$ cat config.mk
export PLATFORM = sky130hd
export DESIGN_NAME = pcapng_capture_framer
export DESIGN_NICKNAME = d
export VERILOG_FILES = /design/src/pcf_pkg.sv /design/src/pcf_front.sv /design/src/pcf_queue.sv /design/src/pcf_back.sv /design/src/pcapng_capture_framer.sv
export SDC_FILE = /design/constraint.sdc
export NUM_CORES = 1
export LEC_CHECK = 0
export ABC_AREA = 1
export BUFFER_PORTS_ARGS = -buffer_cell sky130_fd_sc_hd__buf_4
export CAP_MARGIN = 20
export CORE_MARGIN = 3
export CORE_UTILIZATION = 50
export DETAILED_ROUTE_END_ITERATION = 10
export MAX_ROUTING_LAYER = met4
export PLACE_DENSITY = 0.67
export SLEW_MARGIN = 10
export SYNTH_ARGS = -nofsm -noshare
export SYNTH_HDL_FRONTEND = slang
export SYNTH_SLANG_ARGS = --single-unit
$ cat constraint.sdc
create_clock -name clk -period 9.1 [get_ports clk]
set_input_delay 0.455 -clock clk [delete_from_list [all_inputs] [get_ports clk]]
set_output_delay 0.455 -clock clk [all_outputs]
set_load 0.01 [all_outputs]
$ cat src/pcf_pkg.sv
package pcf_pkg;

    // Frame size limits
    localparam int MAX_FRAME_BYTES = 512;
    localparam int COUNT_CAP       = 1023;
    localparam int KEEP_LIMIT      = (MAX_FRAME_BYTES < COUNT_CAP) ? MAX_FRAME_BYTES : COUNT_CAP;

    localparam int LEN_W  = 10;
    localparam int WORD_W = 32;

    // Request codes
    localparam logic REQ_BEGIN = 1'b0;
    localparam logic REQ_BYTE  = 1'b1;

    // Configuration register indexes
    localparam logic CFG_LINK_CODE   = 1'b0;
    localparam logic CFG_SNAP_LENGTH = 1'b1;

    localparam logic [15:0] LINK_CODE_RESET   = 16'd105;
    localparam logic [15:0] SNAP_LENGTH_RESET = 16'hFFFF;

    // Output slots of one command
    localparam int SLOT_N = 12;
    localparam int SLOT_W = 4;

    // Frame command slots: packet block header, packed word, flush, trailer
    localparam logic [SLOT_W-1:0] SLOT_EPB_TYPE  = 4'd0;
    localparam logic [SLOT_W-1:0] SLOT_EPB_LEN   = 4'd1;
    localparam logic [SLOT_W-1:0] SLOT_EPB_IF    = 4'd2;
    localparam logic [SLOT_W-1:0] SLOT_EPB_TSH   = 4'd3;
    localparam logic [SLOT_W-1:0] SLOT_EPB_TSL   = 4'd4;
    localparam logic [SLOT_W-1:0] SLOT_EPB_CAP   = 4'd5;
    localparam logic [SLOT_W-1:0] SLOT_EPB_ORIG  = 4'd6;
    localparam logic [SLOT_W-1:0] SLOT_DATA      = 4'd7;
    localparam logic [SLOT_W-1:0] SLOT_FLUSH     = 4'd8;
    localparam logic [SLOT_W-1:0] SLOT_TRAILER   = 4'd9;

    // Section command slots that are block ends or not fixed words
    localparam logic [SLOT_W-1:0] SLOT_SHB_END   = 4'd6;
    localparam logic [SLOT_W-1:0] SLOT_LINK      = 4'd9;
    localparam logic [SLOT_W-1:0] SLOT_SNAP      = 4'd10;
    localparam logic [SLOT_W-1:0] SLOT_IDB_END   = 4'd11;

    localparam logic [SLOT_N-1:0] BEGIN_MASK = 12'hFFF;
    localparam logic [SLOT_N-1:0] HDR_MASK   = 12'h07F;

    localparam logic [WORD_W-1:0] EPB_TYPE_WORD = 32'd6;

    // Section header and interface description words; link and snap slots filled later
    localparam logic [WORD_W-1:0] BEGIN_WORDS [SLOT_N] = '{
        32'h0A0D0D0A, 32'd28, 32'h1A2B3C4D, 32'h00000001,
        32'hFFFFFFFF, 32'hFFFFFFFF, 32'd28, 32'd1,
        32'd20, 32'd0, 32'd0, 32'd20
    };

    localparam int QUEUE_DEPTH = 4;
    localparam int QPTR_W      = $clog2(QUEUE_DEPTH);
    localparam int QCNT_W      = $clog2(QUEUE_DEPTH + 1);

    typedef struct packed {
        logic [SLOT_N-1:0] mask;
        logic              is_begin;
        logic [31:0]       ts;
        logic [LEN_W-1:0]  hdr_len;
        logic [LEN_W-1:0]  trl_len;
        logic              mismatch;
        logic [31:0]       data_word;
        logic [23:0]       flush_word;
    } pcf_cmd_t;

    function automatic logic [WORD_W-1:0] block_len_of(input logic [LEN_W-1:0] len);
        logic [LEN_W:0]   padded;
        logic [LEN_W+1:0] total;
        padded = ({1'b0, len} + (LEN_W+1)'(3)) & ~(LEN_W+1)'(3);
        total  = {1'b0, padded} + (LEN_W+2)'(32);
        return WORD_W'(total);
    endfunction

endpackage

$ cat src/pcf_front.sv
module pcf_front (
    input  logic                    clk,
    input  logic                    rst_n,
    input  logic                    in_valid,
    output logic                    in_ready,
    input  logic                    req_type,
    input  logic [7:0]              data_byte,
    input  logic                    last_byte,
    input  logic [9:0]              pkt_len,
    input  logic [31:0]             timestamp_usec,
    input  logic                    q_full,
    output logic                    push,
    output pcf_pkg::pcf_cmd_t       cmd
);
    import pcf_pkg::*;

    logic [23:0]      gather_reg, gather_next;
    logic [1:0]       fill_reg, fill_next;
    logic [LEN_W-1:0] count_reg, count_next;
    logic             in_frame_reg, in_frame_next;
    logic [LEN_W-1:0] len;
    logic             accept;

    assign in_ready = !q_full;
    assign accept   = in_valid && in_ready;
    assign len      = (32'(pkt_len) > MAX_FRAME_BYTES) ? LEN_W'(MAX_FRAME_BYTES) : pkt_len;

    always_comb
    begin
        cmd           = '0;
        gather_next   = gather_reg;
        fill_next     = fill_reg;
        count_next    = count_reg;
        in_frame_next = in_frame_reg;
        if (req_type == REQ_BEGIN)
        begin
            cmd.mask      = BEGIN_MASK;
            cmd.is_begin  = 1'b1;
            gather_next   = '0;
            fill_next     = '0;
            count_next    = '0;
            in_frame_next = 1'b0;
        end
        else
        begin
            if (!in_frame_reg)
            begin
                cmd.mask    = HDR_MASK;
                cmd.hdr_len = len;
                cmd.ts      = timestamp_usec;
            end
            // bytes past the limit are dropped
            if (count_reg < LEN_W'(KEEP_LIMIT))
            begin
                count_next = count_reg + LEN_W'(1);
                if (fill_reg == 2'd3)
                begin
                    cmd.mask[SLOT_DATA] = 1'b1;
                    cmd.data_word       = {data_byte, gather_reg};
                    gather_next         = '0;
                    fill_next           = '0;
                end
                else
                begin
                    case (fill_reg)
                        2'd0:    gather_next[7:0]   = data_byte;
                        2'd1:    gather_next[15:8]  = data_byte;
                        default: gather_next[23:16] = data_byte;
                    endcase
                    fill_next = fill_reg + 2'd1;
                end
            end
            if (last_byte)
            begin
                cmd.mask[SLOT_FLUSH]   = (fill_next != 2'd0);
                cmd.flush_word         = gather_next;
                cmd.mask[SLOT_TRAILER] = 1'b1;
                cmd.trl_len            = len;
                cmd.mismatch           = (count_next != len);
                gather_next            = '0;
                fill_next              = '0;
                count_next             = '0;
                in_frame_next          = 1'b0;
            end
            else
            begin
                in_frame_next = 1'b1;
            end
        end
    end

    assign push = accept && (cmd.mask != '0);

    always_ff @(posedge clk or negedge rst_n)
    begin
        if (!rst_n)
        begin
            gather_reg   <= '0;
            fill_reg     <= '0;
            count_reg    <= '0;
            in_frame_reg <= 1'b0;
        end
        else if (accept)
        begin
            gather_reg   <= gather_next;
            fill_reg     <= fill_next;
            count_reg    <= count_next;
            in_frame_reg <= in_frame_next;
        end
    end

endmodule

$ cat src/pcf_queue.sv
module pcf_queue (
    input  logic                clk,
    input  logic                rst_n,
    input  logic                push,
    input  pcf_pkg::pcf_cmd_t   push_cmd,
    input  logic                pop,
    output logic                full,
    output logic                not_empty,
    output pcf_pkg::pcf_cmd_t   head
);
    import pcf_pkg::*;

    pcf_cmd_t            entries [QUEUE_DEPTH];
    logic [QPTR_W-1:0]   wr_ptr_reg, rd_ptr_reg;
    logic [QCNT_W-1:0]   count_reg;

    assign full      = (count_reg == QCNT_W'(QUEUE_DEPTH));
    assign not_empty = (count_reg != '0);
    assign head      = entries[rd_ptr_reg];

    always_ff @(posedge clk)
    begin
        if (push)
            entries[wr_ptr_reg] <= push_cmd;
    end

    always_ff @(posedge clk or negedge rst_n)
    begin
        if (!rst_n)
        begin
            wr_ptr_reg <= '0;
            rd_ptr_reg <= '0;
            count_reg  <= '0;
        end
        else
        begin
            if (push)
                wr_ptr_reg <= (wr_ptr_reg == QPTR_W'(QUEUE_DEPTH - 1)) ? '0 : wr_ptr_reg + QPTR_W'(1);
            if (pop)
                rd_ptr_reg <= (rd_ptr_reg == QPTR_W'(QUEUE_DEPTH - 1)) ? '0 : rd_ptr_reg + QPTR_W'(1);
            if (push && !pop)
                count_reg <= count_reg + QCNT_W'(1);
            else if (pop && !push)
                count_reg <= count_reg - QCNT_W'(1);
        end
    end

endmodule

$ cat src/pcf_back.sv
module pcf_back (
    input  logic                clk,
    input  logic                rst_n,
    input  logic                q_not_empty,
    input  pcf_pkg::pcf_cmd_t   q_head,
    output logic                pop,
    input  logic [15:0]         link_code,
    input  logic [15:0]         snap_length,
    output logic                out_valid,
    input  logic                out_ready,
    output logic [31:0]         word,
    output logic                last_of_run,
    output logic                block_end,
    output logic                length_mismatch
);
    import pcf_pkg::*;

    pcf_cmd_t           cur_reg, cur_next;
    logic [SLOT_N-1:0]  mask_reg, mask_next, mask_after, low_bit;
    logic [SLOT_W-1:0]  slot;
    logic               advance, emit;
    logic               valid_reg, last_reg, end_reg, mis_reg;
    logic [31:0]        word_reg, slot_word;
    logic               slot_end, slot_mis;

    assign advance    = !valid_reg || out_ready;
    assign emit       = advance && (mask_reg != '0);
    assign low_bit    = mask_reg & (~mask_reg + SLOT_N'(1));
    assign mask_after = emit ? (mask_reg & ~low_bit) : mask_reg;
    assign pop        = (mask_after == '0) && q_not_empty;
    assign mask_next  = pop ? q_head.mask : mask_after;
    assign cur_next   = pop ? q_head : cur_reg;

    always_comb
    begin
        slot = '0;
        for (int i = SLOT_N - 1; i >= 0; i--)
        begin
            if (mask_reg[i])
                slot = SLOT_W'(i);
        end
    end

    // Word for the current slot
    always_comb
    begin
        slot_word = '0;
        slot_end  = 1'b0;
        slot_mis  = 1'b0;
        if (cur_reg.is_begin)
        begin
            slot_word = BEGIN_WORDS[slot];
            if (slot == SLOT_LINK)
                slot_word = {16'd0, link_code};
            else if (slot == SLOT_SNAP)
                slot_word = {16'd0, snap_length};
            slot_end = (slot == SLOT_SHB_END) || (slot == SLOT_IDB_END);
        end
        else
        begin
            unique case (slot) inside
                SLOT_EPB_TYPE:  slot_word = EPB_TYPE_WORD;
                SLOT_EPB_LEN:   slot_word = block_len_of(cur_reg.hdr_len);
                SLOT_EPB_TSL:   slot_word = cur_reg.ts;
                SLOT_EPB_CAP,
                SLOT_EPB_ORIG:  slot_word = 32'(cur_reg.hdr_len);
                SLOT_DATA:      slot_word = cur_reg.data_word;
                SLOT_FLUSH:     slot_word = {8'd0, cur_reg.flush_word};
                SLOT_TRAILER:
                begin
                    slot_word = block_len_of(cur_reg.trl_len);
                    slot_end  = 1'b1;
                    slot_mis  = cur_reg.mismatch;
                end
                default:        slot_word = '0;
            endcase
        end
    end

    always_ff @(posedge clk)
    begin
        cur_reg <= cur_next;
        if (emit)
        begin
            word_reg <= slot_word;
            last_reg <= (mask_after == '0);
            end_reg  <= slot_end;
            mis_reg  <= slot_mis;
        end
    end

    always_ff @(posedge clk or negedge rst_n)
    begin
        if (!rst_n)
        begin
            mask_reg  <= '0;
            valid_reg <= 1'b0;
        end
        else
        begin
            mask_reg <= mask_next;
            if (emit)
                valid_reg <= 1'b1;
            else if (advance)
                valid_reg <= 1'b0;
        end
    end

    assign out_valid       = valid_reg;
    assign word            = word_reg;
    assign last_of_run     = last_reg;
    assign block_end       = end_reg;
    assign length_mismatch = mis_reg;

endmodule

$ cat src/pcapng_capture_framer.sv
// pcapng capture framer: turns begin items and frame-byte items into a pcapng word stream,
// one little-endian 32-bit word per output item. A begin item yields the section header
// and interface description blocks (12 words); the first byte of a frame yields the
// 7-word packet block header; every fourth kept byte yields a packed word; the last byte
// yields the zero-padded partial word, if any, and the trailer word, whose length_mismatch
// flag is set when the kept byte count differs from the declared length capped at 512.
// An input item is taken whenever the 4-entry command queue has room, so frame bytes
// stream in at one per cycle while it does. The output side delivers one word per cycle
// from the back-end sequencer while out_ready is held; a begin item thus fills 12 output
// words and a frame start 7, or 9 when it is also the last byte, and the input stalls
// only once the queue fills behind it. Configuration registers are to be written only
// while the block is idle.
module pcapng_capture_framer (
    input  logic        clk,
    input  logic        rst_n,

    input  logic        cfg_valid,
    output logic        cfg_ready,
    input  logic        cfg_index,
    input  logic [15:0] cfg_data,

    input  logic        in_valid,
    output logic        in_ready,
    input  logic        req_type,
    input  logic [7:0]  data_byte,
    input  logic        last_byte,
    input  logic [9:0]  pkt_len,
    input  logic [31:0] timestamp_usec,

    output logic        out_valid,
    input  logic        out_ready,
    output logic [31:0] word,
    output logic        last_of_run,
    output logic        block_end,
    output logic        length_mismatch
);
    import pcf_pkg::*;

    logic [15:0] link_code_reg;
    logic [15:0] snap_length_reg;

    pcf_cmd_t    push_cmd;
    pcf_cmd_t    head_cmd;
    logic        push;
    logic        pop;
    logic        q_full;
    logic        q_not_empty;

    // Configuration writes are always taken
    assign cfg_ready = 1'b1;

    always_ff @(posedge clk or negedge rst_n)
    begin
        if (!rst_n)
        begin
            link_code_reg   <= LINK_CODE_RESET;
            snap_length_reg <= SNAP_LENGTH_RESET;
        end
        else if (cfg_valid && cfg_ready)
        begin
            unique case (cfg_index)
                CFG_LINK_CODE:   link_code_reg   <= cfg_data;
                CFG_SNAP_LENGTH: snap_length_reg <= cfg_data;
                default:         link_code_reg   <= link_code_reg;
            endcase
        end
    end

    // Front: take each item, track word packing and frame state, build at most one command
    pcf_front u_front (
        .clk            (clk),
        .rst_n          (rst_n),
        .in_valid       (in_valid),
        .in_ready       (in_ready),
        .req_type       (req_type),
        .data_byte      (data_byte),
        .last_byte      (last_byte),
        .pkt_len        (pkt_len),
        .timestamp_usec (timestamp_usec),
        .q_full         (q_full),
        .push           (push),
        .cmd            (push_cmd)
    );

    // Hold commands between the two sides so each can stall on its own
    pcf_queue u_queue (
        .clk       (clk),
        .rst_n     (rst_n),
        .push      (push),
        .push_cmd  (push_cmd),
        .pop       (pop),
        .full      (q_full),
        .not_empty (q_not_empty),
        .head      (head_cmd)
    );

    // Back: each command's words leave via an output register, one per cycle on out_ready
    pcf_back u_back (
        .clk             (clk),
        .rst_n           (rst_n),
        .q_not_empty     (q_not_empty),
        .q_head          (head_cmd),
        .pop             (pop),
        .link_code       (link_code_reg),
        .snap_length     (snap_length_reg),
        .out_valid       (out_valid),
        .out_ready       (out_ready),
        .word            (word),
        .last_of_run     (last_of_run),
        .block_end       (block_end),
        .length_mismatch (length_mismatch)
    );

endmodule
==> out/results.ini <==
[cts]
cts_root_buf=clkbuf_16
cts_sinks=690
h-tree-depth=3
cts_inserted_buffers=71
clkTransAtPathRegs_ns=0.06
cts_tree=done
cts_buffer_depth=3
cts_setup_buffers=0
ctsResizeCount=0
insertion_delay_ns=0.60

[drt]
final_antenna_net_count=0
totalWireLength_um=70400
via_per_inst=5.70
drcViolationCount=0
drt_iter0_drc=1992
dr.pass1.iters=5
avgRoutedWirePerCell_um=21.6
via_count=18600

[sta]
drv_slew=0
setup_tns_ns=0
finalCritPeriodShare_pct=46.6
tightestPinTransition_ns=1.11
relSlewSlack_pct=25.8
fmax_mhz=236
hold_violations=0
setup_ws_ns=4.86
rsz0062_at_grt=false
clock_skew_ns=0.0202
post-route-min-period_ns=4.24
report.final.setup_viol=0

[synth]
ys_warn_count=0
synthesis.area_mm2=0.0283
synth_cell_types=51
synth-seq-cells=690
ys_top_cells_by_area=edfxtp_1 64%, dfrtp_1 6.1%, o21ai_0 5.4%, nor2_1 5.2%, nand2_1 3.9%
syn_avg_cell_area_um2=11.9
syn_inst=2369
synth_nets=2461
yosysTopAreaCell=edfxtp_1
synth_top_area_share_pct=63.8
seq_area_frac_synth_pct=71.8

[cells_and_area]
num-fill-cells=4491
stdcell_count=3259
synthToLayoutAreaGrowth_pct=13.3
nNetsFinal=2545
largest_reg_flops=456
drive_above_1_share_pct=11.9

[global_route]
grt_usage_pct=24.3
grt_first_pass_wirelength_um=107000
grt_max_degree=205
grt_pass1_vias=17900
antenna_found_initial=1
grt-ovfl-total=0

[floorplan]
start_util_pct=51.0
die_y_um=244
die_w_um=244
pin_count=112
rows=86
coreArea_mm2=0.0555
dieArea_mm2=0.0595

[outcome]
status=finished clean

[hold_path]
hp-class=input port to flop
worst_hold_path.num_cells=3

[power]
ir_drop_uv=258
power.total_mw=11.0
power_density_mw_per_mm2=344
leakage_nw=12.0

[placement]
dp.cells=3127
port_buffers=110
pre_cts_ws_ns=4.92
dp_hpwl_um=42300
place_congestion=0.867

[setup_path]
crit_arrival_ns=4.45
crit_type=flop to flop
ff2ff_path_depth=10
critPathLaunchType=flop
cp_max_fo=65
required_ns=9.31
end_kind=flop

[flow_run]
max_cap_viol_count=0

==> synth_stat cells (all sizes together) <==
cell type	count
clkbuf	96
o21bai	1
xnor2	4
conb	1
a21oi	35
nor4	1
clkinv	4
a31oi	5
o21ai	311
or2	1
dfstp	20
nor3	7
dfrtp	69
edfxtp	601
o31ai	1
nor3b	2
fa	1
o211ai	28
o22ai	151
nand2	307
a22o	21
o21a	3
and2	1
nand3	32
a211oi	2
a221oi	4
nand4	18
nand3b	5
a21o	2
buf	26
nor2	407
inv	176
xor2	8
a21boi	1
ha	17
==> critical path: stages (launching register included) <==
cell,delay [ns]
dfrtp_1,0.43
inv_1,0.32
nand2_1,0.09
buf_4,0.26
nand2_1,0.20
nor2_1,0.06
a21oi_1,0.38
inv_1,0.29
nor2_4,0.13
buf_4,0.63
buf_4,0.85
==> placed cells by master (no fill, tap or decap), types with 3 or more instances in the layout <==
master / count
o21ai_1: 7
clkinv_2: 14
clkbuf_1: 21
a22o_1: 21
nor2_2: 9
ha_1: 17
nand3b_1: 5
nor3_1: 7
bufinv_16: 5
dfstp_2: 20
edfxtp_1: 601
o21a_1: 3
o21ai_0: 304
buf_4: 130
inv_4: 3
nor2_4: 8
a21oi_1: 32
inv_1: 170
clkbuf_8: 3
nor2_1: 388
nand3_1: 28
nand2_4: 3
o22ai_1: 151
a21oi_2: 3
clkinv_1: 14
o211ai_1: 28
a221oi_1: 4
nand2_1: 295
nand2_2: 9
dfrtp_1: 67
nand4_1: 17
xnor2_1: 4
clkbuf_16: 73
a31oi_1: 5
xor2_1: 8
==> power breakdown <==
part           total, mW  internal [mW]  switching (mW)  leakage, nW
sequential          4.79           4.49           0.297         6.78
clock               2.81           1.65            1.16         1.11
combinational       3.41          0.944            2.47         4.08
==> metrics by stage <==
stage | utilization, % | hold WS [ns] | instance area, um^2
2_1_floorplan | - | 0.159 | 28300
3_5_place_dp | 53.6 | 0.446 | 29800
4_1_cts | 57.7 | 0.0871 | 32000
3_3_place_gp | 53.6 | 0.450 | 29800
6_report | 57.7 | 0.122 | 32000
5_1_grt | 57.7 | 0.121 | 32000
==> layer usage <==
layer | track usage [%] | wire length, um | vias to the layer above | part of all wire, %
met1 | 32.7 | 29400 | 9126 | 42
met3 | 4.60 | 5860 | 109 | 8.3
met5 | - | 0 | - | 0
met4 | 8.04 | 1870 | 0 | 2.7
met2 | 37.7 | 33200 | 752 | 47
li1 | - | - | 8574 | -
==> cell type report <==
type                            count  area [um^2]  area share [%]
Timing Repair Buffer              133         1030            3.20
Clock buffer                       97         1950            6.08
Clock inverter                     33          307           0.957
Inverter                          180          689            2.15
Multi-Input combinational cell   1377         6830            21.3
Tap cell                          748          936            2.92
Antenna cell                        1         2.50         0.00781
Sequential cell                   690        20300            63.4
==> path summary, 6_finish.rpt <==
kind                                           start                 endpoint  slack, ns
min in group asynchronous                      rst_n       u_back.mask_reg[8]       0.36
max in group asynchronous                      rst_n    u_queue.rd_ptr_reg[0]       7.49
worst min-delay path                    cfg_data[12]      snap_length_reg[12]       0.12
worst max register to register  u_front.count_reg[9]  u_queue.entries[0][108]       4.86
worst min register to register     link_code_reg[13]        link_code_reg[13]       0.49
worst max-delay path            u_front.count_reg[9]  u_queue.entries[0][108]       4.86
==> kinds of logic after synthesis <==
group                    synth area share, %
buffers and inverters                   4.22
flip-flops                              71.8
AND/OR/NAND/NOR                         11.4
AO/OA/AOI/OAI                           11.4
other                                 0.0133
adder cells (fa/ha/maj)                0.823
XOR/XNOR                               0.372
==> repair_timing <==
action	in CTS	in global routing
hold buffers	1	0
hold endpoints to repair	16	0
setup endpoints to repair	0	0
Note: power is estimated with default switching activity, not from simulation.
